==> src/rtl/sha256_pkg.sv <==
// sha256_pkg: shared types, constants and helper functions for the sha-256 core
// depends on nothing; imported by sha256_ctrl, sha256_dp and sha256_message_digest
package sha256_pkg;

  typedef logic [31:0] word_t;
  typedef logic [5:0]  fill_t;
  typedef logic [5:0]  round_t;

  localparam int unsigned RoundCount = 64;
  localparam int unsigned BlockBytes = 64;
  localparam int unsigned LenBytes   = 8;
  localparam int unsigned HashWords  = 8;
  localparam int unsigned SchedWords = 16;

  localparam fill_t  LastFill  = fill_t'(BlockBytes - 1);
  localparam fill_t  LenFill   = fill_t'(BlockBytes - LenBytes);
  localparam round_t LastRound = round_t'(RoundCount - 1);

  localparam logic [7:0]  PadByte   = 8'h80;
  localparam logic [63:0] BitsPerByte = 64'd8;
  localparam logic [1:0]  LastWordIdx = 2'd3;

  localparam word_t RoundK [RoundCount] = '{
    32'h428A2F98, 32'h71374491, 32'hB5C0FBCF, 32'hE9B5DBA5,
    32'h3956C25B, 32'h59F111F1, 32'h923F82A4, 32'hAB1C5ED5,
    32'hD807AA98, 32'h12835B01, 32'h243185BE, 32'h550C7DC3,
    32'h72BE5D74, 32'h80DEB1FE, 32'h9BDC06A7, 32'hC19BF174,
    32'hE49B69C1, 32'hEFBE4786, 32'h0FC19DC6, 32'h240CA1CC,
    32'h2DE92C6F, 32'h4A7484AA, 32'h5CB0A9DC, 32'h76F988DA,
    32'h983E5152, 32'hA831C66D, 32'hB00327C8, 32'hBF597FC7,
    32'hC6E00BF3, 32'hD5A79147, 32'h06CA6351, 32'h14292967,
    32'h27B70A85, 32'h2E1B2138, 32'h4D2C6DFC, 32'h53380D13,
    32'h650A7354, 32'h766A0ABB, 32'h81C2C92E, 32'h92722C85,
    32'hA2BFE8A1, 32'hA81A664B, 32'hC24B8B70, 32'hC76C51A3,
    32'hD192E819, 32'hD6990624, 32'hF40E3585, 32'h106AA070,
    32'h19A4C116, 32'h1E376C08, 32'h2748774C, 32'h34B0BCB5,
    32'h391C0CB3, 32'h4ED8AA4A, 32'h5B9CCA4F, 32'h682E6FF3,
    32'h748F82EE, 32'h78A5636F, 32'h84C87814, 32'h8CC70208,
    32'h90BEFFFA, 32'hA4506CEB, 32'hBEF9A3F7, 32'hC67178F2
  };

  localparam word_t HashInit [HashWords] = '{
    32'h6A09E667, 32'hBB67AE85, 32'h3C6EF372, 32'hA54FF53A,
    32'h510E527F, 32'h9B05688C, 32'h1F83D9AB, 32'h5BE0CD19
  };

  typedef enum logic [2:0] {
    ST_IDLE,
    ST_PAD80,
    ST_ZERO,
    ST_LEN,
    ST_INIT,
    ST_ROUND,
    ST_ADD,
    ST_OUT
  } state_e;

  // where to go once a compression has finished
  typedef enum logic [1:0] {
    RET_IDLE,
    RET_PAD80,
    RET_ZERO,
    RET_OUT
  } ret_e;

  typedef enum logic [1:0] {
    BYTE_DATA,
    BYTE_PAD,
    BYTE_ZERO,
    BYTE_LEN
  } byte_sel_e;

  typedef struct packed {
    logic      shift_byte;
    byte_sel_e byte_sel;
    logic [2:0] len_idx;
    logic      count_byte;
    logic      init_work;
    logic      round;
    round_t    round_idx;
    logic      add_hash;
    logic      clear;
    logic [1:0] word_idx;
  } dp_cmd_t;

  function automatic word_t ror(word_t x, int unsigned n);
    return (x >> n) | (x << (32 - n));
  endfunction

  function automatic word_t big_sigma0(word_t x);
    return ror(x, 2) ^ ror(x, 13) ^ ror(x, 22);
  endfunction

  function automatic word_t big_sigma1(word_t x);
    return ror(x, 6) ^ ror(x, 11) ^ ror(x, 25);
  endfunction

  function automatic word_t small_sigma0(word_t x);
    return ror(x, 7) ^ ror(x, 18) ^ (x >> 3);
  endfunction

  function automatic word_t small_sigma1(word_t x);
    return ror(x, 17) ^ ror(x, 19) ^ (x >> 10);
  endfunction

endpackage

==> src/rtl/sha256_in_if.sv <==
// sha256_in_if: message byte channel, valid/ready handshake
// no dependencies
interface sha256_in_if;
  logic       valid;
  logic       ready;
  logic [7:0] data_byte;
  logic       has_byte;
  logic       end_of_message;

  modport source (output valid, output data_byte, output has_byte, output end_of_message,
                  input ready);
  modport sink (input valid, input data_byte, input has_byte, input end_of_message,
                output ready);
endinterface

==> src/rtl/sha256_out_if.sv <==
// sha256_out_if: digest word channel, valid/ready handshake
// no dependencies
interface sha256_out_if;
  logic        valid;
  logic        ready;
  logic [63:0] digest_word;
  logic [1:0]  word_index;
  logic        last_word;

  modport source (output valid, output digest_word, output word_index, output last_word,
                  input ready);
  modport sink (input valid, input digest_word, input word_index, input last_word,
                output ready);
endinterface

==> src/rtl/sha256_ctrl.sv <==
// sha256_ctrl: sequencer for byte loading, padding, the 64 rounds and digest output
// depends on sha256_pkg
module sha256_ctrl (
  input  logic                clk_i,
  input  logic                rst_ni,
  input  logic                in_valid_i,
  input  logic                has_byte_i,
  input  logic                eom_i,
  output logic                in_ready_o,
  output logic                out_valid_o,
  input  logic                out_ready_i,
  output logic [1:0]          word_idx_o,
  output logic                out_last_o,
  output sha256_pkg::dp_cmd_t cmd_o
);
  import sha256_pkg::*;

  state_e     state_q, state_d;
  ret_e       ret_q, ret_d;
  fill_t      fill_q, fill_d;
  round_t     rnd_q, rnd_d;
  logic [1:0] wcnt_q, wcnt_d;

  always_ff @(posedge clk_i or negedge rst_ni) begin
    if (!rst_ni) begin
      state_q <= ST_IDLE;
      ret_q   <= RET_IDLE;
      fill_q  <= '0;
      rnd_q   <= '0;
      wcnt_q  <= '0;
    end else begin
      state_q <= state_d;
      ret_q   <= ret_d;
      fill_q  <= fill_d;
      rnd_q   <= rnd_d;
      wcnt_q  <= wcnt_d;
    end
  end

  always_comb begin
    state_d = state_q;
    ret_d   = ret_q;
    fill_d  = fill_q;
    rnd_d   = rnd_q;
    wcnt_d  = wcnt_q;
    cmd_o   = '0;
    cmd_o.byte_sel  = BYTE_DATA;
    cmd_o.len_idx   = fill_q[2:0];
    cmd_o.round_idx = rnd_q;
    cmd_o.word_idx  = wcnt_q;
    in_ready_o  = 1'b0;
    out_valid_o = 1'b0;

    unique case (state_q)
      ST_IDLE: begin
        in_ready_o = 1'b1;
        if (in_valid_i) begin
          if (has_byte_i) begin
            cmd_o.shift_byte = 1'b1;
            cmd_o.count_byte = 1'b1;
            fill_d = fill_q + 6'd1;
            if (fill_q == LastFill) begin
              state_d = ST_INIT;
              ret_d   = eom_i ? RET_PAD80 : RET_IDLE;
            end else if (eom_i) begin
              state_d = ST_PAD80;
            end
          end else if (eom_i) begin
            state_d = ST_PAD80;
          end
        end
      end
      ST_PAD80: begin
        cmd_o.shift_byte = 1'b1;
        cmd_o.byte_sel   = BYTE_PAD;
        fill_d = fill_q + 6'd1;
        if (fill_q == LastFill) begin
          state_d = ST_INIT;
          ret_d   = RET_ZERO;
        end else begin
          state_d = ST_ZERO;
        end
      end
      ST_ZERO: begin
        if (fill_q == LenFill) begin
          state_d = ST_LEN;
        end else begin
          cmd_o.shift_byte = 1'b1;
          cmd_o.byte_sel   = BYTE_ZERO;
          fill_d = fill_q + 6'd1;
          // no room for the length: close this block, length goes in the next
          if (fill_q == LastFill) begin
            state_d = ST_INIT;
            ret_d   = RET_ZERO;
          end
        end
      end
      ST_LEN: begin
        cmd_o.shift_byte = 1'b1;
        cmd_o.byte_sel   = BYTE_LEN;
        fill_d = fill_q + 6'd1;
        if (fill_q == LastFill) begin
          state_d = ST_INIT;
          ret_d   = RET_OUT;
        end
      end
      ST_INIT: begin
        cmd_o.init_work = 1'b1;
        rnd_d   = '0;
        state_d = ST_ROUND;
      end
      ST_ROUND: begin
        cmd_o.round = 1'b1;
        rnd_d = rnd_q + 6'd1;
        if (rnd_q == LastRound) begin
          state_d = ST_ADD;
        end
      end
      ST_ADD: begin
        cmd_o.add_hash = 1'b1;
        unique case (ret_q)
          RET_IDLE:  state_d = ST_IDLE;
          RET_PAD80: state_d = ST_PAD80;
          RET_ZERO:  state_d = ST_ZERO;
          RET_OUT:   state_d = ST_OUT;
        endcase
      end
      ST_OUT: begin
        out_valid_o = 1'b1;
        if (out_ready_i) begin
          wcnt_d = wcnt_q + 2'd1;
          if (wcnt_q == LastWordIdx) begin
            cmd_o.clear = 1'b1;
            state_d = ST_IDLE;
          end
        end
      end
    endcase
  end

  assign word_idx_o = wcnt_q;
  assign out_last_o = (wcnt_q == LastWordIdx);

endmodule

==> src/rtl/sha256_dp.sv <==
// sha256_dp: schedule shift line, working variables, hash state, bit counter, round unit
// depends on sha256_pkg
module sha256_dp (
  input  logic                clk_i,
  input  logic                rst_ni,
  input  sha256_pkg::dp_cmd_t cmd_i,
  input  logic [7:0]          data_byte_i,
  output logic [63:0]         digest_o
);
  import sha256_pkg::*;

  word_t       w_q [SchedWords];
  word_t       w_d [SchedWords];
  word_t       v_q [HashWords];
  word_t       v_d [HashWords];
  word_t       h_q [HashWords];
  word_t       h_d [HashWords];
  logic [63:0] bits_q, bits_d;

  logic [7:0] byte_val;
  logic [2:0] len_sel;
  word_t      w_new, t1, t2, ch, maj;

  assign len_sel = 3'd7 - cmd_i.len_idx;

  always_comb begin
    unique case (cmd_i.byte_sel)
      BYTE_DATA: byte_val = data_byte_i;
      BYTE_PAD:  byte_val = PadByte;
      BYTE_ZERO: byte_val = 8'h00;
      BYTE_LEN:  byte_val = bits_q[{len_sel, 3'b000} +: 8];
    endcase
  end

  // w_q[0] is always the current round's word; w_new becomes word t+16
  assign w_new = small_sigma1(w_q[14]) + w_q[9] + small_sigma0(w_q[1]) + w_q[0];
  assign ch    = (v_q[4] & v_q[5]) ^ (~v_q[4] & v_q[6]);
  assign maj   = (v_q[0] & v_q[1]) ^ (v_q[0] & v_q[2]) ^ (v_q[1] & v_q[2]);
  assign t1    = v_q[7] + big_sigma1(v_q[4]) + ch + RoundK[cmd_i.round_idx] + w_q[0];
  assign t2    = big_sigma0(v_q[0]) + maj;

  always_comb begin
    for (int i = 0; i < SchedWords; i++) begin
      w_d[i] = w_q[i];
    end
    if (cmd_i.shift_byte) begin
      // whole block moves one byte toward word 0
      for (int i = 0; i < SchedWords - 1; i++) begin
        w_d[i] = {w_q[i][23:0], w_q[i+1][31:24]};
      end
      w_d[SchedWords-1] = {w_q[SchedWords-1][23:0], byte_val};
    end else if (cmd_i.round) begin
      for (int i = 0; i < SchedWords - 1; i++) begin
        w_d[i] = w_q[i+1];
      end
      w_d[SchedWords-1] = w_new;
    end
  end

  always_comb begin
    for (int i = 0; i < HashWords; i++) begin
      v_d[i] = v_q[i];
    end
    if (cmd_i.init_work) begin
      for (int i = 0; i < HashWords; i++) begin
        v_d[i] = h_q[i];
      end
    end else if (cmd_i.round) begin
      v_d[7] = v_q[6];
      v_d[6] = v_q[5];
      v_d[5] = v_q[4];
      v_d[4] = v_q[3] + t1;
      v_d[3] = v_q[2];
      v_d[2] = v_q[1];
      v_d[1] = v_q[0];
      v_d[0] = t1 + t2;
    end
  end

  always_comb begin
    for (int i = 0; i < HashWords; i++) begin
      h_d[i] = h_q[i];
    end
    bits_d = bits_q;
    if (cmd_i.clear) begin
      for (int i = 0; i < HashWords; i++) begin
        h_d[i] = HashInit[i];
      end
      bits_d = '0;
    end else begin
      if (cmd_i.add_hash) begin
        for (int i = 0; i < HashWords; i++) begin
          h_d[i] = h_q[i] + v_q[i];
        end
      end
      if (cmd_i.count_byte) begin
        bits_d = bits_q + BitsPerByte;
      end
    end
  end

  always_ff @(posedge clk_i) begin
    for (int i = 0; i < SchedWords; i++) begin
      w_q[i] <= w_d[i];
    end
    for (int i = 0; i < HashWords; i++) begin
      v_q[i] <= v_d[i];
    end
  end

  always_ff @(posedge clk_i or negedge rst_ni) begin
    if (!rst_ni) begin
      for (int i = 0; i < HashWords; i++) begin
        h_q[i] <= HashInit[i];
      end
      bits_q <= '0;
    end else begin
      for (int i = 0; i < HashWords; i++) begin
        h_q[i] <= h_d[i];
      end
      bits_q <= bits_d;
    end
  end

  assign digest_o = {h_q[{cmd_i.word_idx, 1'b0}], h_q[{cmd_i.word_idx, 1'b1}]};

endmodule

==> src/rtl/sha256_message_digest.sv <==
// channel  dir  handshake      payload
// msg_i    in   valid/ready    data_byte[7:0], has_byte, end_of_message
// dig_o    out  valid/ready    digest_word[63:0], word_index[1:0], last_word
//
// a byte is taken whenever the controller is idle; every 64th byte then uses the
// single shared round unit (load, 64 rounds, hash add) before more input is taken
// an end-of-message word adds pad and length bytes to the final block, then one
// or two compressions, then four digest words; no input is taken meanwhile
// reset clears the controller and bit count and loads the initial hash state;
// output stalls hold the digest words in the hash registers
// top level: joins sha256_ctrl and sha256_dp; depends on sha256_pkg and both interfaces
module sha256_message_digest (
  input  logic         clk_i,
  input  logic         rst_ni,
  sha256_in_if.sink    msg_i,
  sha256_out_if.source dig_o
);
  import sha256_pkg::*;

  dp_cmd_t    cmd;
  logic [1:0] word_idx;
  logic       out_last;

  sha256_ctrl u_ctrl (
    .clk_i       (clk_i),
    .rst_ni      (rst_ni),
    .in_valid_i  (msg_i.valid),
    .has_byte_i  (msg_i.has_byte),
    .eom_i       (msg_i.end_of_message),
    .in_ready_o  (msg_i.ready),
    .out_valid_o (dig_o.valid),
    .out_ready_i (dig_o.ready),
    .word_idx_o  (word_idx),
    .out_last_o  (out_last),
    .cmd_o       (cmd)
  );

  sha256_dp u_dp (
    .clk_i       (clk_i),
    .rst_ni      (rst_ni),
    .cmd_i       (cmd),
    .data_byte_i (msg_i.data_byte),
    .digest_o    (dig_o.digest_word)
  );

  assign dig_o.word_index = word_idx;
  assign dig_o.last_word  = out_last;

endmodule
==> src/flat_wrapper.sv <==
// flat-port wrapper written by rule: the top's interface ports become plain ports
module sha256_message_digest_flat import sha256_pkg::*;
  (clk_i, rst_ni, msg_i_valid, msg_i_data_byte, msg_i_has_byte, msg_i_end_of_message, msg_i_ready, dig_o_valid, dig_o_digest_word, dig_o_word_index, dig_o_last_word, dig_o_ready);
  sha256_in_if msg_i_i ();
  sha256_out_if dig_o_i ();
  input  logic clk_i;
  input  logic rst_ni;
  input wire logic [$bits(msg_i_i.valid)-1:0] msg_i_valid;
  input wire logic [$bits(msg_i_i.data_byte)-1:0] msg_i_data_byte;
  input wire logic [$bits(msg_i_i.has_byte)-1:0] msg_i_has_byte;
  input wire logic [$bits(msg_i_i.end_of_message)-1:0] msg_i_end_of_message;
  output wire logic [$bits(msg_i_i.ready)-1:0] msg_i_ready;
  output wire logic [$bits(dig_o_i.valid)-1:0] dig_o_valid;
  output wire logic [$bits(dig_o_i.digest_word)-1:0] dig_o_digest_word;
  output wire logic [$bits(dig_o_i.word_index)-1:0] dig_o_word_index;
  output wire logic [$bits(dig_o_i.last_word)-1:0] dig_o_last_word;
  input wire logic [$bits(dig_o_i.ready)-1:0] dig_o_ready;
  assign msg_i_i.valid = msg_i_valid;
  assign msg_i_i.data_byte = msg_i_data_byte;
  assign msg_i_i.has_byte = msg_i_has_byte;
  assign msg_i_i.end_of_message = msg_i_end_of_message;
  assign msg_i_ready = msg_i_i.ready;
  assign dig_o_valid = dig_o_i.valid;
  assign dig_o_digest_word = dig_o_i.digest_word;
  assign dig_o_word_index = dig_o_i.word_index;
  assign dig_o_last_word = dig_o_i.last_word;
  assign dig_o_i.ready = dig_o_ready;
  sha256_message_digest u_core (.clk_i(clk_i), .rst_ni(rst_ni), .msg_i(msg_i_i), .dig_o(dig_o_i));
endmodule
==> config.mk <==
export PLATFORM = sky130hd
export DESIGN_NAME = sha256_message_digest_flat
export DESIGN_NICKNAME = d
export VERILOG_FILES = /design/src/rtl/sha256_pkg.sv /design/src/rtl/sha256_in_if.sv /design/src/rtl/sha256_out_if.sv /design/src/rtl/sha256_ctrl.sv /design/src/rtl/sha256_dp.sv /design/src/rtl/sha256_message_digest.sv /design/src/flat_wrapper.sv
export SDC_FILE = /design/constraint.sdc
export NUM_CORES = 2
export LEC_CHECK = 0
export BUFFER_PORTS_ARGS = -buffer_cell sky130_fd_sc_hd__buf_2
export CAP_MARGIN = 10
export CORE_AREA = 2 2 333 335
export DETAILED_ROUTE_END_ITERATION = 12
export DIE_AREA = 0 0 335 337
export HOLD_SLACK_MARGIN = 0.03
export PLACE_DENSITY_LB_ADDON = 0.05
export RECOVER_POWER = 25
export SLEW_MARGIN = 15
export SYNTH_ARGS = -nofsm -noshare
export SYNTH_HDL_FRONTEND = slang
export SYNTH_HIERARCHICAL = 1
export SYNTH_SLANG_ARGS = --single-unit
==> constraint.sdc <==
create_clock -name clk_i -period 17.9 [get_ports clk_i]
set_input_delay 4.475 -clock clk_i [delete_from_list [all_inputs] [get_ports clk_i]]
set_output_delay 4.475 -clock clk_i [all_outputs]
set_load 0.02 [all_outputs]
Word-level counts from Yosys, hierarchy flattened --
Memories as Yosys holds them, arrays and structs flattened. Index checks and enable logic that the tools add are counted.
Cells by class: $add $sub $neg 23, magnitude comparators 3, equality and inequality tests 25, shifts and indexed selects 1, mux-type cells 56, bitwise gates (word level) 30, reduce and logical (&&, ||, !) cells 13
Operators by type and width (number):
- $mux W256 | 4
- $mux W512 | 2
- $add A32 B32 Y32 | 18
- $xor A32 B32 Y32 | 9
- $bmux W32 S3 | 2
- $mux W32 | 6
- $and A32 B32 Y32 | 5
- $mux W64 | 2
- $add A64 B4 Y64 const B | 1
- $shiftx A64 B7 Y8 | 1
- $mux W3 | 11
- $not A32 Y32 | 1
- $or A10 B32 Y32 | 1
- $or A13 B32 Y32 | 1
- $or A14 B32 Y32 | 1
- $or A15 B32 Y32 | 1
- $or A19 B32 Y32 | 1
- $or A21 B32 Y32 | 1
- $or A25 B32 Y32 | 1
- $or A26 B32 Y32 | 1
- $or A30 B32 Y32 | 1
- $or A7 B32 Y32 | 1
- $pmux W8 S4 | 1
- $xor A32 B22 Y32 | 1
- other kinds (34) | 77
Word-level totals: register bits 339, memory bits (writable) 768, ROM bits 2048, input port bits 14, output and inout port bits 69, word-level logic and storage cells 168, memories kept 3
Memory list:
- (name not given) | words 64, bits a word 32, rd ports 1, clocked after Yosys merged registers in 0, wr ports 0, line sha256_dp.sv:39 | assign t1 = v_q[7] + big_sigma1(v_q[4]) + ch + RoundK[cmd_i.round_idx] + w_q[0];
- u_core.u_dp.w_q | words 16, bits a word 32, rd ports 16, clocked after Yosys merged registers in 0, wr ports 16, line sha256_dp.sv:12 | word_t w_q [SchedWords];
- u_core.u_dp.v_q | words 8, bits a word 32, rd ports 8, clocked after Yosys merged registers in 0, wr ports 8, line sha256_dp.sv:14 | word_t v_q [HashWords];

Longest topological paths before layout --
An unclocked memory read counts as a cell.
depth after elaboration 11, mapped depth 41, mapped depth without buffers 40

Modules after synthesis --
Netlist, hierarchy kept.
By module, submodules not included:
- sha256_dp | instances 1, cells each 6758, area each 74741.7 µm², seq. area each 31164.9 µm²
- sha256_ctrl | instances 1, cells each 120, area each 1137.3 µm², seq. area each 475.5 µm²

Worst setup path after synthesis --
Ideal clock, no wire load.
path type input port to flip-flop, start point input msg_i_has_byte, end point memory u_core/u_dp/w_q[0][0] in the netlist's numbering (enable), library setup time 668 ps, data arrival time 11965 ps, data required time 17232 ps, setup slack 5267 ps, stages on the path 6, path buffers 3, path through a211oi_2 a311oi_4 clkbuf_1 clkbuf_1 clkbuf_1 or2_2
RTL lines:
- start, declared | line flat_wrapper.sv:10 | input wire logic [$bits(msg_i_i.has_byte)-1:0] msg_i_has_byte;
- end, declared | line sha256_dp.sv:12

==> results.md <==
STA
- worst slack on hold paths: 493 ps
- final hold violation count: 0
- maximum clock frequency: 75.5 MHz
- Worst Clk Skew: 67.6 ps
- setup TNS: 0 ps
- shortest period the worst path allows: 13,250 ps
- RSZ-0062 raised after global routing: no
- post-route clock period utilization: 74.0%
- max-slew violation total from the final report: 691
- Max transition margin: -494%
- final setup fails: 0
- Worst Tran Pin Value: 8910 ps

Die
- standard cell core area: 110,000 um2
- DIE HEIGHT: 337 um
- die area: 113,000 um2
- Die Span X: 335 um
- number of cell rows: 122
- Initial Util: 69.2%
- I/O pin total: 83

Clocking
- number of buffers created by CTS: 118
- clock latency on the worst-skew pair: 770 ps
- post-CTS setup buffers: 0
- Longest Clk Path Bufs: 3
- clock tree from TritonCTS: done
- Post-CTS Hold Buffers: 0
- Clock Tree Root: sky130_fd_sc_hd__clkbuf_16
- number of H-tree levels: 3
- number of clock sinks: 1,104
- quantity of gates resized following cts: 0
- clock transition at the registers of the reported paths: 60 ps

Finish
- proportion of layout cells with a drive suffix above 1: 18.9%
- final design area excluding fillers: 81,300 um2
- most frequent cells in the layout: sky130_fd_sc_hd__edfxtp_1, sky130_fd_sc_hd__mux2_2, sky130_fd_sc_hd__nand2_1
- layout-stage area growth over the synthesis result: 7.17%
- Register Area: 31,700 um2
- area of the multi-input gates: 41,700 um2
- number of nets in the layout: 7,427
- Diodes inserted: 0
- filler instances: 7,481
- most common cell after layout, fill and taps aside: sky130_fd_sc_hd__edfxtp_1

Hold path
- hold path startpoint: u_core/u_ctrl/fill_q[5]$_DFFE_PN0P_
- Hold Path Depth: 1
- path category of the worst min-delay check: flop to flop

Placed design
- buffers added on ports: 82
- placed inst area: 77,500 um2
- final weighted congestion in routability-driven placement: 1.02
- DP Wirelength: 164 mm

Critical path
- cell occurring most often along the worst timing path: sky130_fd_sc_hd__clkbuf_1
- CP peak stage delay: 6390 ps
- Largest delay share family, worst path: buffers and inverters
- critical path fanouts, max: 141
- Worst Setup End Kind: flop
- type of the worst setup path: flop to flop
- Arrival @ worst endpoint: 13,580 ps
- instance count on the critical path: 7
- CP Cell Sequence: inv_1 > nor3_1 > clkbuf_1 > or2_2 > clkbuf_1 > clkbuf_1 > buf_4
- critical register-to-register path startpoint: u_core/u_ctrl/state_q[2]$_DFFE_PN0P_
- required arrival time at the worst endpoint: 18,240 ps
- Critical Path Source Type: flop
- worst setup path startpoint: u_core/u_ctrl/state_q[2]$_DFFE_PN0P_
- critical path buffer and inverter count: 5
- cell at the slowest stage of the critical path: sky130_fd_sc_hd__clkbuf_1
- number of cell instances on the worst register-to-register path: 7

Flow run
- number of max-capacitance violations reported: 9

Route
- DRC viols: 0
- number of vias after detailed routing: 56,532
- mean routed wirelength per cell: 27.0 um
- ANT nets after route: 0
- length of the first detailed-routing pass in iterations: 7
- DRT iter0 DRCs: 6,316
- detail-routed via count per cell: 6.76
- wire length reported by the detailed router: 225 mm

Synth
- number of different library cells in the post-synthesis netlist: 109
- average cell area after synthesis: 11.0 um2
- number of flops mapped to enable cells by yosys: 768
- Post-Synthesis Cell Area: 75,900 um2
- Net Count, Synth: 7,478
- share of synthesized registers carrying an async set or reset: 30.4%
- Synth warnings: 6
- gate count of the mapped netlist: 6,878
- Synth Flop Type: sky130_fd_sc_hd__edfxtp_1
- post-synthesis register bit count: 1,104
- sequential share of the synthesized area: 41.7%

Run status
- violations in the final reports: max-capacitance violations, max-slew violations
- outcome: finished with violations

Global route
- vias in the first global route: 55,009
- antenna violations before repair: 3
- global route overflow: 0
- maximum number of pins on one net before global-route repair: 201
- global-route wire length before repair: 337 mm
- Total Routing Usage GR: 39.6%

==> final timing paths <==
path	end	slack (ps)
worst max-delay path	u_core/u_dp/v_q[0][125]$_DFFE_PP_	4650
worst min-delay path	u_core/u_ctrl/fill_q[5]$_DFFE_PN0P_	490
worst max register to register	u_core/u_dp/v_q[0][125]$_DFFE_PP_	4650
worst min register to register	u_core/u_ctrl/fill_q[5]$_DFFE_PN0P_	490
min in group asynchronous	u_core/u_dp/bits_q[3]$_DFFE_PN0N_	5820
max in group asynchronous	u_core/u_ctrl/word_idx_o[0]$_DFFE_PN0P_	8010
==> cells in the mapped netlist (104+ instances only) <==
cell type	instances	area share, %
sky130_fd_sc_hd__mux2_2	704	10
sky130_fd_sc_hd__ha_1	391	6.4
sky130_fd_sc_hd__mux2i_1	104	1.4
sky130_fd_sc_hd__nand2_1	451	2.2
sky130_fd_sc_hd__nor2_1	431	2.1
sky130_fd_sc_hd__fa_1	195	5.1
sky130_fd_sc_hd__inv_1	358	1.8
sky130_fd_sc_hd__dfstp_2	136	4.7
sky130_fd_sc_hd__a21o_1	189	1.9
sky130_fd_sc_hd__o21ai_0	380	2.5
sky130_fd_sc_hd__a21oi_1	439	2.9
sky130_fd_sc_hd__dfrtp_1	200	6.6
sky130_fd_sc_hd__xnor2_1	392	4.5
sky130_fd_sc_hd__edfxtp_1	768	30
sky130_fd_sc_hd__nand3_1	118	0.78
sky130_fd_sc_hd__clkbuf_1	274	1.4
sky130_fd_sc_hd__xor2_1	193	2.2
==> flip-flops by register name (all words and copies together) (netlist names), 3 cells and up <==
name                   flops
u_core/u_ctrl/fill_q       6
u_core/u_ctrl/rnd_q        6
u_core/u_ctrl/state_q      3
u_core/u_dp/bits_q        61
u_core/u_dp/h_q          256
u_core/u_dp/v_q          256
u_core/u_dp/w_q          512
==> stage by stage <==
stage	cells	setup slack [ps]	utilization [%]
floorplan	6878	5270	-
detailed placement	8133	7680	70.7
CTS	8359	7630	74.3
finish	8359	4650	74.2
global placement	8133	7890	70.7
global route	8359	4090	74.2
==> cells by family after synthesis <==
family | count (synthesis) | share of synthesized area, %
flops | 1104 | 41.7
fa+ha+maj | 588 | 11.6
xor+xnor | 586 | 6.78
mux | 889 | 14.2
compound gates | 1575 | 13.3
simple gates | 1455 | 8.99
buf+inv | 681 | 3.41
==> cell type report <==
class	instances	area share, %
Sequential cell	1104	38.9
Inverter	361	1.67
Timing Repair Buffer	149	1.12
Clock buffer	158	3.93
Tap cell	1426	2.19
Clock inverter	68	0.923
Multi-Input combinational cell	5093	51.2
==> per-layer routing <==
layer	GRT usage (%)	share of wire (%)
met1	52.0	39
met2	63.4	46
met4	23.7	6.9
met3	5.40	8.1
met5	0	0.0053
Power is not shown: default switching activity piles up to over one toggle a cycle in this logic, so the estimate is an artifact.
